### config.mk
export PLATFORM = sky130hd
export DESIGN_NAME = assembly_source_lexer_top
export DESIGN_NICKNAME = d
export VERILOG_FILES = /design/src/rtl/core/asl_pkg.sv /design/src/rtl/core/asl_step.sv /design/src/rtl/core/asl_res_fifo.sv /design/src/rtl/core/assembly_source_lexer_top.sv
export SDC_FILE = /design/constraint.sdc
export NUM_CORES = 1
export LEC_CHECK = 0
export BUFFER_PORTS_ARGS = -buffer_cell sky130_fd_sc_hd__buf_2
export CAP_MARGIN = 20
export CORE_MARGIN = 1.5
export CORE_UTILIZATION = 38
export CTS_BUF_LIST = sky130_fd_sc_hd__clkbuf_4 sky130_fd_sc_hd__clkbuf_8
export CTS_CLUSTER_DIAMETER = 150
export CTS_CLUSTER_SIZE = 20
export DETAILED_ROUTE_END_ITERATION = 10
export PLACE_DENSITY = 0.6
export SLEW_MARGIN = 20
export SYNTH_ARGS = -nofsm -noshare
export SYNTH_HDL_FRONTEND = slang
export SYNTH_SLANG_ARGS = --single-unit
### constraint.sdc
create_clock -name clk -period 7.1 [get_ports clk]
set_clock_uncertainty 0.1 [all_clocks]
set_input_delay 0.71 -clock clk [delete_from_list [all_inputs] [get_ports clk]]
set_output_delay 0.71 -clock clk [all_outputs]
set_load 0.03 [all_outputs]
### src/rtl/core/asl_pkg.sv
`default_nettype none

package asl_pkg;

    // Lexer mode, held between source bytes.
    typedef enum logic [2:0] {
        MODE_IDLE  = 3'd0,
        MODE_NAME  = 3'd1,
        MODE_INT   = 3'd2,
        MODE_MINUS = 3'd3,
        MODE_CR    = 3'd4,
        MODE_ERROR = 3'd5
    } mode_t;

    // Token kind codes as they appear on token_kind.
    typedef enum logic [2:0] {
        KIND_CHAR     = 3'd0,
        KIND_NAME_END = 3'd1,
        KIND_INT      = 3'd2,
        KIND_NEWLINE  = 3'd3,
        KIND_COLON    = 3'd4,
        KIND_END      = 3'd5,
        KIND_ERROR    = 3'd6
    } kind_t;

    localparam logic [7:0] CH_TAB        = 8'h09;
    localparam logic [7:0] CH_LF         = 8'h0A;
    localparam logic [7:0] CH_CR         = 8'h0D;
    localparam logic [7:0] CH_SPACE      = 8'h20;
    localparam logic [7:0] CH_MINUS      = 8'h2D;
    localparam logic [7:0] CH_ZERO       = 8'h30;
    localparam logic [7:0] CH_NINE       = 8'h39;
    localparam logic [7:0] CH_COLON      = 8'h3A;
    localparam logic [7:0] CH_UPPER_A    = 8'h41;
    localparam logic [7:0] CH_UPPER_Z    = 8'h5A;
    localparam logic [7:0] CH_UNDERSCORE = 8'h5F;
    localparam logic [7:0] CH_LOWER_A    = 8'h61;
    localparam logic [7:0] CH_LOWER_Z    = 8'h7A;

    // Most result words one source byte can cause.
    localparam int unsigned MAX_RESULTS = 3;

    typedef struct packed {
        kind_t      kind;
        logic [7:0] character;
        logic       first;
        logic [7:0] value;
        logic       last;
    } res_t;

    // Result words produced by one accepted byte, in order.
    typedef struct packed {
        logic [1:0] count;
        res_t [MAX_RESULTS-1:0] entry;
    } push_t;

endpackage

`default_nettype wire

### src/rtl/core/asl_step.sv
`default_nettype none

module asl_step (
    input  wire logic         clk,
    input  wire logic         rst_n,
    input  wire logic         accept,
    input  wire logic [7:0]   source_byte,
    input  wire logic         final_byte,
    output asl_pkg::push_t    push
);
    import asl_pkg::*;

    mode_t      mode_reg, mode_next;
    logic [7:0] acc_reg, acc_next;
    logic       neg_reg, neg_next;

    function automatic res_t mk(kind_t k, logic [7:0] c, logic f, logic [7:0] v);
        res_t r;
        r.kind      = k;
        r.character = c;
        r.first     = f;
        r.value     = v;
        r.last      = 1'b0;
        return r;
    endfunction

    function automatic logic [7:0] mul10_add(logic [7:0] a, logic [7:0] c);
        logic [3:0] d;
        d = 4'(c - CH_ZERO);
        return {a[4:0], 3'b000} + {a[6:0], 1'b0} + {4'b0000, d};
    endfunction

    function automatic logic [7:0] signed_value(logic [7:0] a, logic neg);
        return neg ? (~a + 8'd1) : a;
    endfunction

    logic digit_hit, is_alpha, done;
    logic [1:0] n;
    res_t [MAX_RESULTS-1:0] res_v;

    assign digit_hit = (source_byte >= CH_ZERO) && (source_byte <= CH_NINE);
    assign is_alpha = ((source_byte >= CH_LOWER_A) && (source_byte <= CH_LOWER_Z))
                   || ((source_byte >= CH_UPPER_A) && (source_byte <= CH_UPPER_Z))
                   || (source_byte == CH_UNDERSCORE);

    always_comb
    begin
        mode_next = mode_reg;
        acc_next  = acc_reg;
        neg_next  = neg_reg;
        n         = 2'd0;
        done      = 1'b0;
        res_v     = '0;

        if (mode_reg == MODE_ERROR)
        begin
            // Bytes are dropped until the final byte brings the lexer back.
            if (final_byte)
            begin
                mode_next = MODE_IDLE;
                acc_next  = 8'd0;
                neg_next  = 1'b0;
            end
        end
        else
        begin
            unique case (mode_reg)
                MODE_NAME:
                begin
                    if (is_alpha || digit_hit)
                    begin
                        res_v[n] = mk(KIND_CHAR, source_byte, 1'b0, 8'd0);
                        n = n + 2'd1;
                        done = 1'b1;
                    end
                    else
                    begin
                        res_v[n] = mk(KIND_NAME_END, 8'd0, 1'b0, 8'd0);
                        n = n + 2'd1;
                        mode_next = MODE_IDLE;
                    end
                end
                MODE_INT:
                begin
                    if (digit_hit)
                    begin
                        acc_next = mul10_add(acc_reg, source_byte);
                        done = 1'b1;
                    end
                    else
                    begin
                        res_v[n] = mk(KIND_INT, 8'd0, 1'b0, signed_value(acc_reg, neg_reg));
                        n = n + 2'd1;
                        acc_next  = 8'd0;
                        neg_next  = 1'b0;
                        mode_next = MODE_IDLE;
                    end
                end
                MODE_MINUS:
                begin
                    if (digit_hit)
                    begin
                        acc_next  = mul10_add(8'd0, source_byte);
                        mode_next = MODE_INT;
                    end
                    else
                    begin
                        res_v[n] = mk(KIND_ERROR, 8'd0, 1'b0, 8'd0);
                        n = n + 2'd1;
                        mode_next = MODE_ERROR;
                    end
                    done = 1'b1;
                end
                MODE_CR:
                begin
                    if (source_byte == CH_LF)
                    begin
                        res_v[n] = mk(KIND_NEWLINE, 8'd0, 1'b0, 8'd0);
                        n = n + 2'd1;
                        mode_next = MODE_IDLE;
                    end
                    else
                    begin
                        res_v[n] = mk(KIND_ERROR, 8'd0, 1'b0, 8'd0);
                        n = n + 2'd1;
                        mode_next = MODE_ERROR;
                    end
                    done = 1'b1;
                end
                default:
                begin
                    mode_next = MODE_IDLE;
                end
            endcase

            if (!done)
            begin
                priority if ((source_byte == CH_SPACE) || (source_byte == CH_TAB))
                begin
                    mode_next = mode_next;
                end
                else if (is_alpha)
                begin
                    res_v[n] = mk(KIND_CHAR, source_byte, 1'b1, 8'd0);
                    n = n + 2'd1;
                    mode_next = MODE_NAME;
                end
                else if (digit_hit)
                begin
                    acc_next  = mul10_add(8'd0, source_byte);
                    neg_next  = 1'b0;
                    mode_next = MODE_INT;
                end
                else if (source_byte == CH_MINUS)
                begin
                    acc_next  = 8'd0;
                    neg_next  = 1'b1;
                    mode_next = MODE_MINUS;
                end
                else if (source_byte == CH_LF)
                begin
                    res_v[n] = mk(KIND_NEWLINE, 8'd0, 1'b0, 8'd0);
                    n = n + 2'd1;
                end
                else if (source_byte == CH_CR)
                begin
                    mode_next = MODE_CR;
                end
                else if (source_byte == CH_COLON)
                begin
                    res_v[n] = mk(KIND_COLON, 8'd0, 1'b0, 8'd0);
                    n = n + 2'd1;
                end
                else
                begin
                    res_v[n] = mk(KIND_ERROR, 8'd0, 1'b0, 8'd0);
                    n = n + 2'd1;
                    mode_next = MODE_ERROR;
                end
            end

            if (final_byte)
            begin
                // An open name is closed by the end word itself.
                priority if (mode_next == MODE_INT)
                begin
                    res_v[n] = mk(KIND_INT, 8'd0, 1'b0, signed_value(acc_next, neg_next));
                    n = n + 2'd1;
                    res_v[n] = mk(KIND_END, 8'd0, 1'b0, 8'd0);
                    n = n + 2'd1;
                end
                else if ((mode_next == MODE_MINUS) || (mode_next == MODE_CR))
                begin
                    res_v[n] = mk(KIND_ERROR, 8'd0, 1'b0, 8'd0);
                    n = n + 2'd1;
                end
                else if (mode_next != MODE_ERROR)
                begin
                    res_v[n] = mk(KIND_END, 8'd0, 1'b0, 8'd0);
                    n = n + 2'd1;
                end
                else
                begin
                    n = n;
                end
                mode_next = MODE_IDLE;
                acc_next  = 8'd0;
                neg_next  = 1'b0;
            end
        end

        if (n != 2'd0)
        begin
            res_v[n - 2'd1].last = 1'b1;
        end

        push.count = n;
        push.entry = res_v;
    end

    always_ff @(posedge clk or negedge rst_n)
    begin
        if (!rst_n)
        begin
            mode_reg <= MODE_IDLE;
            acc_reg  <= 8'd0;
            neg_reg  <= 1'b0;
        end
        else if (accept)
        begin
            mode_reg <= mode_next;
            acc_reg  <= acc_next;
            neg_reg  <= neg_next;
        end
    end

endmodule

`default_nettype wire

### src/rtl/core/asl_res_fifo.sv
`default_nettype none

module asl_res_fifo (
    input  wire logic           clk,
    input  wire logic           rst_n,
    input  wire logic           push_en,
    input  wire asl_pkg::push_t push,
    output logic                space,
    output logic                head_valid,
    input  wire logic           head_ready,
    output asl_pkg::res_t       head
);
    import asl_pkg::*;

    localparam int unsigned DEPTH = 4;

    res_t       mem_reg [DEPTH];
    logic [1:0] wr_ptr_reg, wr_ptr_next;
    logic [1:0] rd_ptr_reg, rd_ptr_next;
    logic [2:0] count_reg, count_next;
    logic [1:0] push_n;
    logic       pop;

    assign push_n     = push_en ? push.count : 2'd0;
    assign head_valid = (count_reg != 3'd0);
    assign head       = mem_reg[rd_ptr_reg];
    assign pop        = head_valid && head_ready;
    // Room for a full burst of results from the next byte.
    assign space      = (count_reg <= 3'd1);

    assign wr_ptr_next = wr_ptr_reg + push_n;
    assign rd_ptr_next = rd_ptr_reg + {1'b0, pop};
    assign count_next  = count_reg + {1'b0, push_n} - {2'b00, pop};

    always_ff @(posedge clk)
    begin
        for (int i = 0; i < MAX_RESULTS; i++)
        begin
            if (2'(i) < push_n)
            begin
                mem_reg[wr_ptr_reg + 2'(i)] <= push.entry[i];
            end
        end
    end

    always_ff @(posedge clk or negedge rst_n)
    begin
        if (!rst_n)
        begin
            wr_ptr_reg <= 2'd0;
            rd_ptr_reg <= 2'd0;
            count_reg  <= 3'd0;
        end
        else
        begin
            wr_ptr_reg <= wr_ptr_next;
            rd_ptr_reg <= rd_ptr_next;
            count_reg  <= count_next;
        end
    end

endmodule

`default_nettype wire

### src/rtl/core/assembly_source_lexer_top.sv
`default_nettype none

// Streaming assembly source lexer. Source bytes arrive on the src channel, one
// word per byte, with final_byte set on the last byte of a source. Each byte is
// classified in the cycle it is accepted and the lexer state is updated at that
// same edge; the zero to three result words it causes are written into a
// four-entry result queue that drives the tok channel, one word per cycle while
// tok_ready is high. Names come out one character per word (name_first marks
// the first), followed by a name-end word unless the source ends inside the
// name; decimal integers, optionally negative, come out as one word modulo
// 256; LF or CR LF gives newline and ':' gives colon. A source is closed by an
// end word, or by a single error word on a bad byte, a lone CR or a dangling
// '-', after which bytes are dropped up to the final byte. run_last marks the
// last word caused by a byte. The block takes one byte per cycle as long as the
// tok side keeps up and each byte causes at most one word; a byte that causes
// two or three words holds src_ready low while the result queue drains, since
// the queue accepts a new byte only with room for three words.
module assembly_source_lexer_top (
    input  wire logic       clk,
    input  wire logic       rst_n,

    input  wire logic       src_valid,
    output logic            src_ready,
    input  wire logic [7:0] source_byte,
    input  wire logic       final_byte,

    output logic            tok_valid,
    input  wire logic       tok_ready,
    output logic [2:0]      token_kind,
    output logic [7:0]      name_character,
    output logic            name_first,
    output logic [7:0]      integer_value,
    output logic            run_last
);
    import asl_pkg::*;

    logic  accept;
    push_t push;
    res_t  head;

    // A byte is taken only when the queue can hold every word it may cause.
    assign accept = src_valid && src_ready;

    asl_step u_step (
        .clk         (clk),
        .rst_n       (rst_n),
        .accept      (accept),
        .source_byte (source_byte),
        .final_byte  (final_byte),
        .push        (push)
    );

    asl_res_fifo u_fifo (
        .clk        (clk),
        .rst_n      (rst_n),
        .push_en    (accept),
        .push       (push),
        .space      (src_ready),
        .head_valid (tok_valid),
        .head_ready (tok_ready),
        .head       (head)
    );

    assign token_kind     = head.kind;
    assign name_character = head.character;
    assign name_first     = head.first;
    assign integer_value  = head.value;
    assign run_last       = head.last;

endmodule

`default_nettype wire

After elaboration in Yosys (flattened, before gate mapping)
Memories as Yosys holds them, arrays and structs flattened.
Cells that the tools add are included.
{"block": "word_totals", "reg_bits": 19, "ramBits": 84, "n_memories": 1}
{"name": "u_fifo.mem_reg", "words": 4, "width": 21, "read_ports": 1, "rd_clocked_by_memory_dff": 0, "wr": 3, "line_no": "asl_res_fifo.sv:17", "rtl": "res_t mem_reg [DEPTH];"}
{"block": "op_classes", "n_addsub": 15, "n_lt_le_gt_ge": 18, "eq_ne": 17, "n_mux": 101, "bitwise_logic": 20, "reduce_logical": 20}
{"op": "63-bit two-way mux", "n": 15}
{"op": "57-bit NOT", "n": 5}
{"op": "63-bit bitwise mux", "n": 3}
{"op": "57-bit AND", "n": 3}
{"op": "21-bit demux with 2-bit select", "n": 4}
{"op": "21-bit two-way mux", "n": 6}
{"op": "19-bit by 57-bit AND with 57-bit output", "n": 2}
{"op": "8-bit two-way mux", "n": 13}
{"op": "21-bit one-hot mux with 4 select lines", "n": 1}
{"op": "20-bit by 60-bit AND with 60-bit output", "n": 1}
{"op": "60-bit NOT", "n": 1}
{"op": "3-bit two-way mux", "n": 16}
{"op": "2-bit two-way mux", "n": 15}
{"op": "8-bit by 4-bit equality test with 1-bit output (second input constant)", "n": 3}
{"op": "8-bit by 6-bit equality test with 1-bit output (second input constant)", "n": 3}
{"op": "1-bit two-way mux", "n": 22}
{"op": "20-bit two-way mux", "n": 1}
{"op": "19-bit two-way mux", "n": 1}
{"op": "6-bit bitwise OR", "n": 3}
{"op": "8-bit by 1-bit adder with 8-bit output (second input constant)", "n": 2}
{"op": "8-bit by 7-bit greater-or-equal comparator with 1-bit output (second input constant)", "n": 2}
{"op": "8-bit by 7-bit less-or-equal comparator with 1-bit output (second input constant)", "n": 2}
{"op": "8-bit NOT", "n": 2}
{"op": "8-bit one-hot mux with 2 select lines", "n": 1}
{"op": "34 further kinds", "n": 64}

Longest topological paths before layout
Gate-level depths: netlist of run 1.
{"block": "depth", "word_depth": 29, "mapped_depth": 20, "ltp_nobuf": 16}

Hierarchy
A second synthesis of run 1 with hierarchy kept.
{"block": "unflattened", "cells_unflattened": 741, "hier_area_um2": 8338.0}
{"mod": "asl_res_fifo", "instances": 1, "cells_each": 349, "area_each_um2": 5549.1, "seq_area_each_um2": 2697.6}
{"mod": "asl_step", "instances": 1, "cells_each": 391, "area_each_um2": 2782.7, "seq_area_each_um2": 300.3}
{"mod": "assembly_source_lexer_top", "instances": 1, "cells_each": 1, "area_each_um2": 6.3, "seq_area_each_um2": 0.0}

Worst setup path after synthesis of run 1
OpenSTA, ideal clock, no wires.
{"block": "synth_timing", "kind": "input to register", "start": "in source_byte[5]", "end": "mem u_fifo.mem_reg[0][0] (netlist bit) (enable)", "arrival_ns": 5.436, "required_time_ns": 6.568, "slack_ns": 1.133, "stages": 17, "cell_sequence": "buf_4 > and4bb_2 > buf_2 > a21oi_1 > a21oi_1 > inv_1 > ha_1 > and4_1 > nor4_4 > ha_1 > clkbuf_1 > nor3_1 > a211oi_1 > a22o_4 > buf_6 > o21ai_0 > a211oi_1"}
{"item": "start, declared", "line_no": "assembly_source_lexer_top.sv:24", "rtl": "input wire logic [7:0] source_byte,"}
{"item": "end, declared", "line_no": "asl_res_fifo.sv:17"}

==> key figures, run 1 <==
Synth
  – Synthesis Warnings: 0
  – Simple-Gate Fraction of Synth Area: 0.180
  – Syn_area_per_cell: 10.4 sq um
  – Asr flop ratio synth: 0.184
  – Post-synthesis cell area: 7590 sq um
  – #FFs+latches synth: 103
  – Post-synth EDFFs: 84
  – Synth Area in Adders: 0.0426
  – Synth Area in XOR/XNOR: 0.0254
  – Mapped Cells: 730
  – Post-synthesis compound-gate area fraction: 0.199
  – Mux share of post-synthesis cell area: 0.105
  – Seq/Total Area, Yosys: 0.395
  – Top FF cell, synth: edfxtp_1
  – Main combinational cell family by area after synthesis: compound AO/OA/AOI/OAI gates
  – Yosys cell types: 92

Hold path
  – Worst min-delay path category: in2async

Clock tree
  – Total CTS buffers: 9
  – Post_cts resized: 0
  – Htree depth: 3
  – Worst skew pair latency: 0.40 ns
  – Postcts setup bufs: 0
  – Sink Count: 103
  – Clk pin slew, worst setup/hold paths: 0.12 ns
  – CTS Hold Buffers Added: 0
  – CTS Buffer Depth: 2
  – Clock Tree Root: clkbuf_8
  – CTS tree: yes

Timing
  – Min Tclk post-route: 5.23 ns
  – Tcrit/Tclk final: 0.737
  – Slew of the pin with the lowest slew margin: 0.837 ns
  – RSZ-0062 raised after global routing: false
  – F_max: 191 MHz
  – Setup violations, final: 0
  – Final Hold Fails: 0
  – Worst Slack Setup Final: 1.87 ns
  – Rel. slew slack: 0.436
  – Final Slew Violations: 0
  – Setup TNS: 0 ns

Run status
  – Status: completed

Place
  – # placed instances: 988
  – DP HPWL: 14,900 um
  – Routability cong.: 0.930
  – Count of input and output buffers: 35
  – Pre-CTS WS: 1.63 ns

Job
  – Max Cap Viol: 0

GRT
  – Initial antenna violation count: 0
  – First-pass GRT wire length: 32,200 um
  – Largest net degree at the start of global routing: 30
  – GR peak layer: met2
  – Vias in the first global route: 5,494
  – Grt met2 use: 0.319
  – Congestion Overflow GR: 0
  – GR Util met3: 0.0318
  – Total Routing Usage GR: 0.205
  – Global routing usage on met1: 0.299

Finish
  – Fillers: 1,925
  – Area added between synthesis and finish: 6.94%
  – Diodes inserted: 0
  – Non-Filler Instances: 1,004
  – Layout Utilization: 0.415
  – Layout cell share with drive strength beyond 1: 0.191
  – Final nets: 771
  – Largest register FFs: 84

Floorplanning
  – Die Wd: 144 um
  – IO Pins: 36
  – Core Rows: 51
  – DIE AREA: 20,800 sq um
  – Core Box Area: 19,500 sq um
  – Initial Util: 0.389
  – Die height: 144 um

Power
  – Worst vdd ir: 189 uV
  – Leakage: 2.84 nW
  – Power Density: 386 nW/um^2

Routing
  – Final WL: 20,500 um
  – Vias: 5,908
  – Initial DRC Count: 565
  – DR DRC count: 0
  – Vias per cell: 5.88
  – DR WL/cell: 20.4 um
  – Drt first pass iters: 7
  – Number of nets with antenna violations after routing: 0

Critical path
  – Crit Path Max Fanout: 16
  – Data required time of the worst path: 7.13 ns
  – Crit start category: register
  – Critical path class: reg2reg
  – Crit end category: register
  – CP arrival: 5.26 ns
  – Reg2reg path depth: 13
  – CP max stage cell: nor3_2
  – CP max stage delay: 0.62 ns
  – CP Cell Sequence: and3b_1, a211o_1, nor3_2, a21oi_1, nor4_4, ha_1, nor3_1, a211oi_1, a22o_4, nand3_2, nor2_1, buf_4, o31ai_1
==> critical path, delay by kind of cell (launching register included) <==
| family | cells | cell delay, ns |
|---|---|---|
| simple gates | 6 | 2.23 |
| compound gates | 5 | 1.32 |
| flops | 1 | 0.60 |
| fa+ha+maj | 1 | 0.40 |
| buf+inv | 1 | 0.28 |
==> power by group <==
group | switching [W] | internal, W | leakage [nW]
logic | 0.00113 | 0.000630 | 1.71
clock network | 0.000230 | 0.000203 | 0.111
registers | 0.000109 | 0.000830 | 1.03
==> kinds of logic after synthesis <==
logic type,Yosys count
adders and majority gates,24
and+or+nand+nor,249
buffers and inverters,73
other,1
muxes,53
DFF,103
xor gates and xnor gates,22
AOI/OAI and AO/OA,205
==> per-layer routing <==
layer  up-vias  share of wire
met5         -              0
met1      2859           0.47
met2       239           0.45
met4         0          0.017
met3        35          0.066
li1       2775              -
==> stage by stage <==
stage | hold slack, ns | area [sq um] | total power, W
3_3_place_gp | 0.392 | 7880 | 0.00271
2_1_floorplan | 0.314 | 7600 | 0.00227
3_5_place_dp | 0.398 | 7880 | 0.00270
6_report | 0.138 | 8110 | 0.00313
5_1_grt | 0.166 | 8110 | 0.00334
4_1_cts | 0.139 | 8110 | 0.00313
==> final timing paths <==
check	slack [ns]	endpoint	startpoint
setup / recovery	1.87	u_fifo.mem_reg[3][7]$_DFFE_PP_	u_step.mode_reg[0]$_DFFE_PN0P_
hold / removal	0.14	u_step.acc_reg[5]$_DFFE_PN0P_	rst_n
setup reg to reg	1.87	u_fifo.mem_reg[3][7]$_DFFE_PP_	u_step.mode_reg[0]$_DFFE_PN0P_
hold reg to reg	0.42	u_fifo.rd_ptr_reg[0]$_DFF_PN0_	u_fifo.rd_ptr_reg[0]$_DFF_PN0_
max in group asynchronous	6.42	u_fifo.rd_ptr_reg[1]$_DFF_PN0_	rst_n
min in group clk	0.42	u_fifo.rd_ptr_reg[0]$_DFF_PN0_	u_fifo.rd_ptr_reg[0]$_DFF_PN0_
==> layout by cell type (no fill, tap or decap), types with 4 or more instances in the layout <==
cell / instances
buf_4: 10
o31ai_1: 8
o211ai_1: 5
mux2i_1: 31
nand4_1: 7
o21ai_0: 35
xor2_1: 10
inv_1: 18
nor3_1: 12
mux4_2: 21
a22oi_1: 10
a31oi_1: 8
a21o_1: 5
o21ai_1: 6
and3_1: 6
clkbuf_8: 9
dfrtp_1: 18
ha_1: 21
edfxtp_1: 84
nor2b_1: 24
a21oi_1: 48
buf_2: 35
xnor2_1: 12
and2_1: 16
nand2_1: 63
a211oi_1: 10
conb_1: 4
nand2b_1: 7
nand3_1: 18
nor2_1: 52
a211oi_2: 20
==> synth_stat cells, types with 10 or more instances <==
library cell   n  share of area
a22oi_1       10         0.0099
a211oi_1      12          0.012
nor3_1        12         0.0079
nand2_1       63          0.031
and2_1        16          0.013
ha_1          21          0.035
nor2b_1       24          0.020
nor2_1        52          0.026
inv_1         18         0.0089
o21ai_0       35          0.023
mux2i_1       31          0.041
buf_2         11         0.0073
edfxtp_1      84           0.33
clkbuf_1      25          0.012
dfrtp_1       19          0.063
buf_6         13          0.019
xnor2_1       12          0.014
nand3_1       18          0.012
mux4_2        21          0.062
a21oi_1       50          0.033
xor2_1        10          0.012
a211oi_2      20          0.033
==> cell type report <==
cell class | instances | area [sq um] | share of cell area
sequential | 103 | 3000 | 0.370
multi-input combinational | 557 | 4240 | 0.522
clock buffer | 9 | 124 | 0.0153
timing repair buffer | 45 | 250 | 0.0308
inverter | 18 | 67.6 | 0.00833
tap | 265 | 332 | 0.0409
clock inverter | 7 | 105 | 0.0130
Note: power is estimated with default switching activity, not from simulation.
==> run 2: changes to the inputs <==
PLACE_DENSITY = 0.62   (was 0.6)
clock period = 4.2 ns   (was 7.1 ns; I/O delays follow)
==> key figures, run 2 (same netlist as run 1, synthesis figures left out) <==
Critical path
  – Crit end category: register
  – CP Cell Sequence: and3b_1, a211o_1, nor3_2, buf_4, o2111ai_1, and2_1, ha_1, a211oi_2, a22o_4, buf_12, o21ai_4, a211oi_4, buf_4
  – CP arrival: 3.96 ns (-1.30 ns)
  – Data required time of the worst path: 4.19 ns (-2.94 ns)
  – Critical path class: reg2reg
  – CP max stage cell: dfrtp_1
  – CP max stage delay: 0.52 ns (-0.10 ns)
  – Most common cell on crit path: buf_4
  – Setup crit start: u_step.mode_reg[1]$_DFFE_PN0P_
  – Crit start category: register
  – Worst r2r src: u_step.mode_reg[1]$_DFFE_PN0P_
  – Crit Path Max Fanout: 12 (-4)

Power
  – Internal power: 0.00296 W (+78%)
  – Worst vdd ir: 248 uV (+31%)
  – Share of total power in the clock network: 0.100 (-0.038)
  – Power share of the combinational group: 0.619 (+0.058)
  – Leakage: 3.13 nW (+10%)
  – Switching share of total power: 0.463 (-0.00535)
  – Power Density: 639 nW/um^2 (+66%)
  – Sw power: 0.00255 W (+74%)
  – Part of the power in registers: 0.281 (-0.019)
  – Final Power: 0.00551 W (+76%)

GRT
  – Initial antenna violation count: 0 (unchanged)
  – Vias in the first global route: 5,784 (+5.3%)
  – Grt met2 use: 0.325 (+0.00554)
  – Global routing usage on met1: 0.305 (+0.00614)
  – GR Util met3: 0.0301 (-0.00166)
  – First-pass GRT wire length: 32,900 um (+2.3%)
  – Total Routing Usage GR: 0.208 (+0.00338)
  – GR peak layer: met2
  – Congestion Overflow GR: 0 (unchanged)
  – Largest net degree at the start of global routing: 30 (unchanged)

Routing
  – Final WL: 20,400 um (-0.56%)
  – Number of nets with antenna violations after routing: 0 (unchanged)
  – Drt first pass iters: 5 (-2)
  – DR DRC count: 0 (unchanged)
  – Vias: 6,078 (+2.9%)
  – Vias per cell: 5.71 (-3.0%)
  – DR WL/cell: 19.2 um (-6.3%)
  – Initial DRC Count: 426 (-25%)

Timing
  – Final Hold Fails: 0 (unchanged)
  – Slew of the pin with the lowest slew margin: 1.01 ns (+0.175 ns)
  – RSZ-0062 raised after global routing: false
  – Setup violations, final: 0 (unchanged)
  – Tcrit/Tclk final: 0.947 (+0.211)
  – Final Slew Violations: 0 (unchanged)
  – Setup TNS: 0 ns (unchanged)
  – Worst hold slack: 0.294 ns (+0.157 ns)
  – F_max: 251 MHz (+31%)
  – Min Tclk post-route: 3.98 ns (-1.25 ns)
  – Worst Slack Setup Final: 0.222 ns (-1.65 ns)
  – Rel. slew slack: 0.325 (-0.111)

Floorplanning
  – Core Rows: 51 (unchanged)
  – IO Pins: 36 (unchanged)
  – Initial Util: 0.389 (unchanged)
  – DIE AREA: 20,800 sq um (unchanged)
  – Core Box Area: 19,500 sq um (unchanged)
  – Die Wd: 144 um (unchanged)
  – Die height: 144 um (unchanged)

Finish
  – Final nets: 833 (+8.0%)
  – Fillers: 1,917 (-0.42%)
  – Most common cell after layout, fill and taps aside: edfxtp_1
  – Area added between synthesis and finish: 13.7%
  – Largest register FFs: 84 (unchanged)
  – Diodes inserted: 0 (unchanged)
  – Layout cell share with drive strength beyond 1: 0.258 (+0.0667)
  – Most frequent cells in the layout: edfxtp_1 (84), buf_4 (67), nand2_1 (63)

Clock tree
  – Worst skew pair latency: 0.39 ns (about the same)
  – Clock Tree Root: clkbuf_8
  – Clk pin slew, worst setup/hold paths: 0.10 ns (-0.02 ns)
  – CTS Buffer Depth: 2 (unchanged)
  – Sink Count: 103 (unchanged)
  – Htree depth: 3 (unchanged)
  – CTS tree: yes
  – Total CTS buffers: 9 (unchanged)

Run status
  – Status: completed

Hold path
  – Worst min-delay path category: in2reg
  – Hold Path Origin: tok_ready

Place
  – DP HPWL: 15,500 um (+3.9%)
  – Routability cong.: 0.868 (-6.7%)
  – Pre-CTS WS: -0.0118 ns (-1.65 ns)
  – Count of input and output buffers: 35 (unchanged)

Job
  – Max Cap Viol: 0 (unchanged)
## run 2: cell count changes in the layout (fill, tap and decap cells not counted), sizes merged
cell and delta:
buf +61, clkinv +4, bufinv -2, inv -2
clkinvlp -1, dlygate4sd3 +1
## run 2: power by group through the flow
stage               Clock, W  Sequential (W)  Combinational [W]
global route        0.000606         0.00158            0.00372
CTS                 0.000571         0.00155            0.00334
finish              0.000548         0.00155            0.00341
floorplan                  0         0.00149            0.00250
global placement           0         0.00157            0.00331
detailed placement         0         0.00158            0.00333
## run 2: cell type report
| class | count | area (sq um) | area share |
|---|---|---|---|
| clock buffers | 9 | 124 | 0.0144 |
| clock inverters | 6 | 28.8 | 0.00334 |
| inverters | 18 | 67.6 | 0.00784 |
| multi-input cells | 557 | 4310 | 0.499 |
| flip-flops and latches | 103 | 3000 | 0.348 |
| well taps | 265 | 332 | 0.0385 |
| repair buffers | 107 | 768 | 0.0891 |
## run 2: metrics by stage
step | std cells | area [sq um] | util
after global routing | 1065 | 8620 | 0.442
final | 1065 | 8620 | 0.442
after global placement | 1048 | 8430 | 0.432
after detailed placement | 1048 | 8430 | 0.432
after floorplan | 733 | 7710 | -
after CTS | 1064 | 8600 | 0.440
## run 2: worst max-delay path, delay by kind of cell (launching register included)
kind / cells / cell delay (ns)
buffers and inverters: 3 / 0.61
AO/OA/AOI/OAI: 6 / 1.36
adder cells (fa/ha/maj): 1 / 0.32
AND/OR/NAND/NOR: 3 / 0.75
flip-flops: 1 / 0.52
## run 2: per-layer routing
metal / share of wire / wire length [um]
met3: 0.047 / 958
met2: 0.45 / 9270
met5: 0 / 0
met1: 0.49 / 9930
met4: 0.013 / 261
## run 2: worst paths after layout
path | to | slack [ns] | cells past startpoint
worst min register to register | u_fifo.rd_ptr_reg[0]$_DFF_PN0_ | 0.41 | 1
min in group asynchronous | u_step.acc_reg[2]$_DFFE_PN0P_ | 0.40 | 2
worst max register to register | u_fifo.mem_reg[2][14]$_SDFFCE_PP0P_ | 0.22 | 13
max in group asynchronous | u_fifo.wr_ptr_reg[1]$_DFF_PN0_ | 3.26 | 2
worst max-delay path | u_fifo.mem_reg[2][14]$_SDFFCE_PP0P_ | 0.22 | 13
worst min-delay path | u_fifo.rd_ptr_reg[0]$_DFF_PN0_ | 0.29 | 3
## run 2: timing repair
action / 4_1_cts / 5_1_grt
hold buffers: 1 / 0
endpoints found under the hold margin: 19 / 0
gates resized for setup: 0 / 3
endpoints found under the setup margin: 0 / 26
setup buffers: 0 / 1
==> run 3: changes to the inputs <==
MAX_ROUTING_LAYER = met4   (was default)
==> key figures, run 3 (same netlist as run 1, synthesis figures left out) <==
Run status
  – Status: completed

Clock tree
  – CTS Buffer Depth: 2 (unchanged)
  – Clock Tree Root: clkbuf_8
  – Htree depth: 3 (unchanged)
  – Clk pin slew, worst setup/hold paths: 0.11 ns (about the same)
  – Total CTS buffers: 9 (unchanged)
  – Worst skew pair latency: 0.41 ns (+0.02 ns)
  – Sink Count: 103 (unchanged)
  – CTS tree: yes

Critical path
  – CP arrival: 3.92 ns (-0.04 ns)
  – Data required time of the worst path: 4.21 ns (+0.02 ns)
  – Crit end category: register
  – Crit Path Max Fanout: 17 (+5)
  – Worst r2r src: u_step.mode_reg[1]$_DFFE_PN0P_
  – Critical path class: reg2reg
  – Crit start category: register
  – Setup crit start: u_step.mode_reg[1]$_DFFE_PN0P_

Power
  – Leakage: 3.16 nW (+0.81%)
  – Power Density: 641 nW/um^2 (+0.28%)
  – Worst vdd ir: 254 uV (+2.1%)
  – Final Power: 0.00556 W (+0.95%)

Place
  – Pre-CTS WS: 0.0240 ns (+0.0358 ns)
  – DP HPWL: 15,600 um (+0.89%)
  – # placed instances: 1,053 (+0.48%)
  – Placed cell area: 8470 sq um (+0.45%)
  – Count of input and output buffers: 35 (unchanged)
  – Routability cong.: 0.877 (+1.0%)

Routing
  – Vias: 6,068 (-0.16%)
  – Final WL: 20,600 um (+0.84%)
  – DR DRC count: 0 (unchanged)
  – DR WL/cell: 19.2 um (+0.28%)
  – Vias per cell: 5.67 (-0.72%)
  – Initial DRC Count: 455 (+6.8%)
  – Number of nets with antenna violations after routing: 0 (unchanged)
  – Drt first pass iters: 5 (unchanged)

Job
  – Max Cap Viol: 0 (unchanged)

GRT
  – Total Routing Usage GR: 0.211 (+0.00241)
  – Vias in the first global route: 5,711 (-1.3%)
  – Congestion Overflow GR: 0 (unchanged)
  – Largest net degree at the start of global routing: 30 (unchanged)
  – First-pass GRT wire length: 32,100 um (-2.5%)
  – Initial antenna violation count: 0 (unchanged)

Finish
  – Layout cell share with drive strength beyond 1: 0.269 (+0.0117)
  – Largest register FFs: 84 (unchanged)
  – Final nets: 838 (+0.60%)
  – Non-Filler Instances: 1,071 (+0.56%)
  – Most frequent cells in the layout: edfxtp_1 (84), buf_4 (73), nand2_1 (63)
  – Layout Utilization: 0.445 (+0.00295)
  – Finished Cell Area: 8680 sq um (+0.67%)
  – Most common cell after layout, fill and taps aside: edfxtp_1
  – Area added between synthesis and finish: 14.4%
  – Diodes inserted: 0 (unchanged)
  – Fillers: 1,925 (+0.42%)

Floorplanning
  – Die height: 144 um (unchanged)
  – IO Pins: 36 (unchanged)
  – Die Wd: 144 um (unchanged)
  – Core Rows: 51 (unchanged)
  – DIE AREA: 20,800 sq um (unchanged)
  – Core Box Area: 19,500 sq um (unchanged)
  – Initial Util: 0.389 (unchanged)

Timing
  – RSZ-0062 raised after global routing: true
  – Slew of the pin with the lowest slew margin: 1.05 ns (+0.0414 ns)
  – Final Slew Violations: 0 (unchanged)
  – Final Hold Fails: 0 (unchanged)
  – Min Tclk post-route: 3.91 ns (-0.0707 ns)
  – Tcrit/Tclk final: 0.930 (-0.0168)
  – Setup violations, final: 0 (unchanged)
  – Worst Slack Setup Final: 0.292 ns (+0.0707 ns)
  – F_max: 256 MHz (+1.8%)
  – Rel. slew slack: 0.298 (-0.0276)

Hold path
  – Worst min-delay path category: in2reg
  – Hold Path Origin: tok_ready
==> run 3: changes by cell type in the layout (fill, tap and decap cells not counted), sizes merged <==
cell	before	now
inv	18	22
buf	106	111
clkinvlp	0	3
clkinv	6	0
==> run 3: metal layers <==
layer	routed length [um]	up-vias	track usage
li1	-	2918	-
met1	9830	2930	0.293
met2	9390	195	0.323
met3	1050	25	0.0325
met4	318	0	0.0526
met5	0	-	-
==> run 3: through the flow <==
| step | TNS, ns | hold slack (ns) |
|---|---|---|
| finish | 0 | 0.287 |
| global route | -0.0230 | 0.305 |
| CTS | 0 | 0.267 |
| detailed placement | 0 | 0.313 |
| global placement | 0 | 0.309 |
| floorplan | 0 | 0.0244 |
==> run 3: final timing paths <==
kind	cells after the start	endpoint	slack (ns)
min	3	u_fifo.rd_ptr_reg[0]$_DFF_PN0_	0.29
max in group asynchronous	2	u_step.mode_reg[2]$_DFFE_PN0P_	3.24
min reg2reg	1	u_fifo.rd_ptr_reg[0]$_DFF_PN0_	0.41
min in group asynchronous	2	u_step.acc_reg[3]$_DFFE_PN0P_	0.40
max reg2reg	14	u_fifo.mem_reg[1][6]$_DFFE_PP_	0.29
max	14	u_fifo.mem_reg[1][6]$_DFFE_PP_	0.29
==> run 3: worst max-delay path: stages, from the launching register on <==
cell and delay, ns:
dfrtp_1 0.47, and3b_1 0.28, a211o_1 0.31, nor3_2 0.21, buf_4 0.21, a21oi_1 0.12
nor4_4 0.18, inv_1 0.10, ha_1 0.30, a211oi_2 0.30, a22o_4 0.25, buf_4 0.19
o211ai_1 0.11, a21oi_2 0.25, buf_12 0.21
==> run 3: layout make-up <==
class | instances | area [sq um] | share of cell area
multi-input cells | 557 | 4300 | 0.496
repair buffers | 112 | 793 | 0.0914
clock buffers | 9 | 124 | 0.0143
clock inverters | 7 | 62.6 | 0.00721
well taps | 265 | 332 | 0.0382
inverters | 18 | 67.6 | 0.00778
flip-flops and latches | 103 | 3000 | 0.345
==> run 3: where the power goes <==
group          internal (W)  switching (W)  leakage, nW
clock network      0.000228       0.000398       0.0863
registers           0.00140       0.000149         1.03
logic               0.00134        0.00204         2.05
total               0.00297        0.00259         3.16
==> run 3: what timing repair did <==
| item | in CTS | in global routing |
|---|---|---|
| gates resized for setup | 0 | 3 |
| setup endpoints to repair | 0 | 20 |
| buffers inserted | 0 | 1 |
| endpoints found under the hold margin | 19 | 0 |
| hold buffers | 1 | 0 |
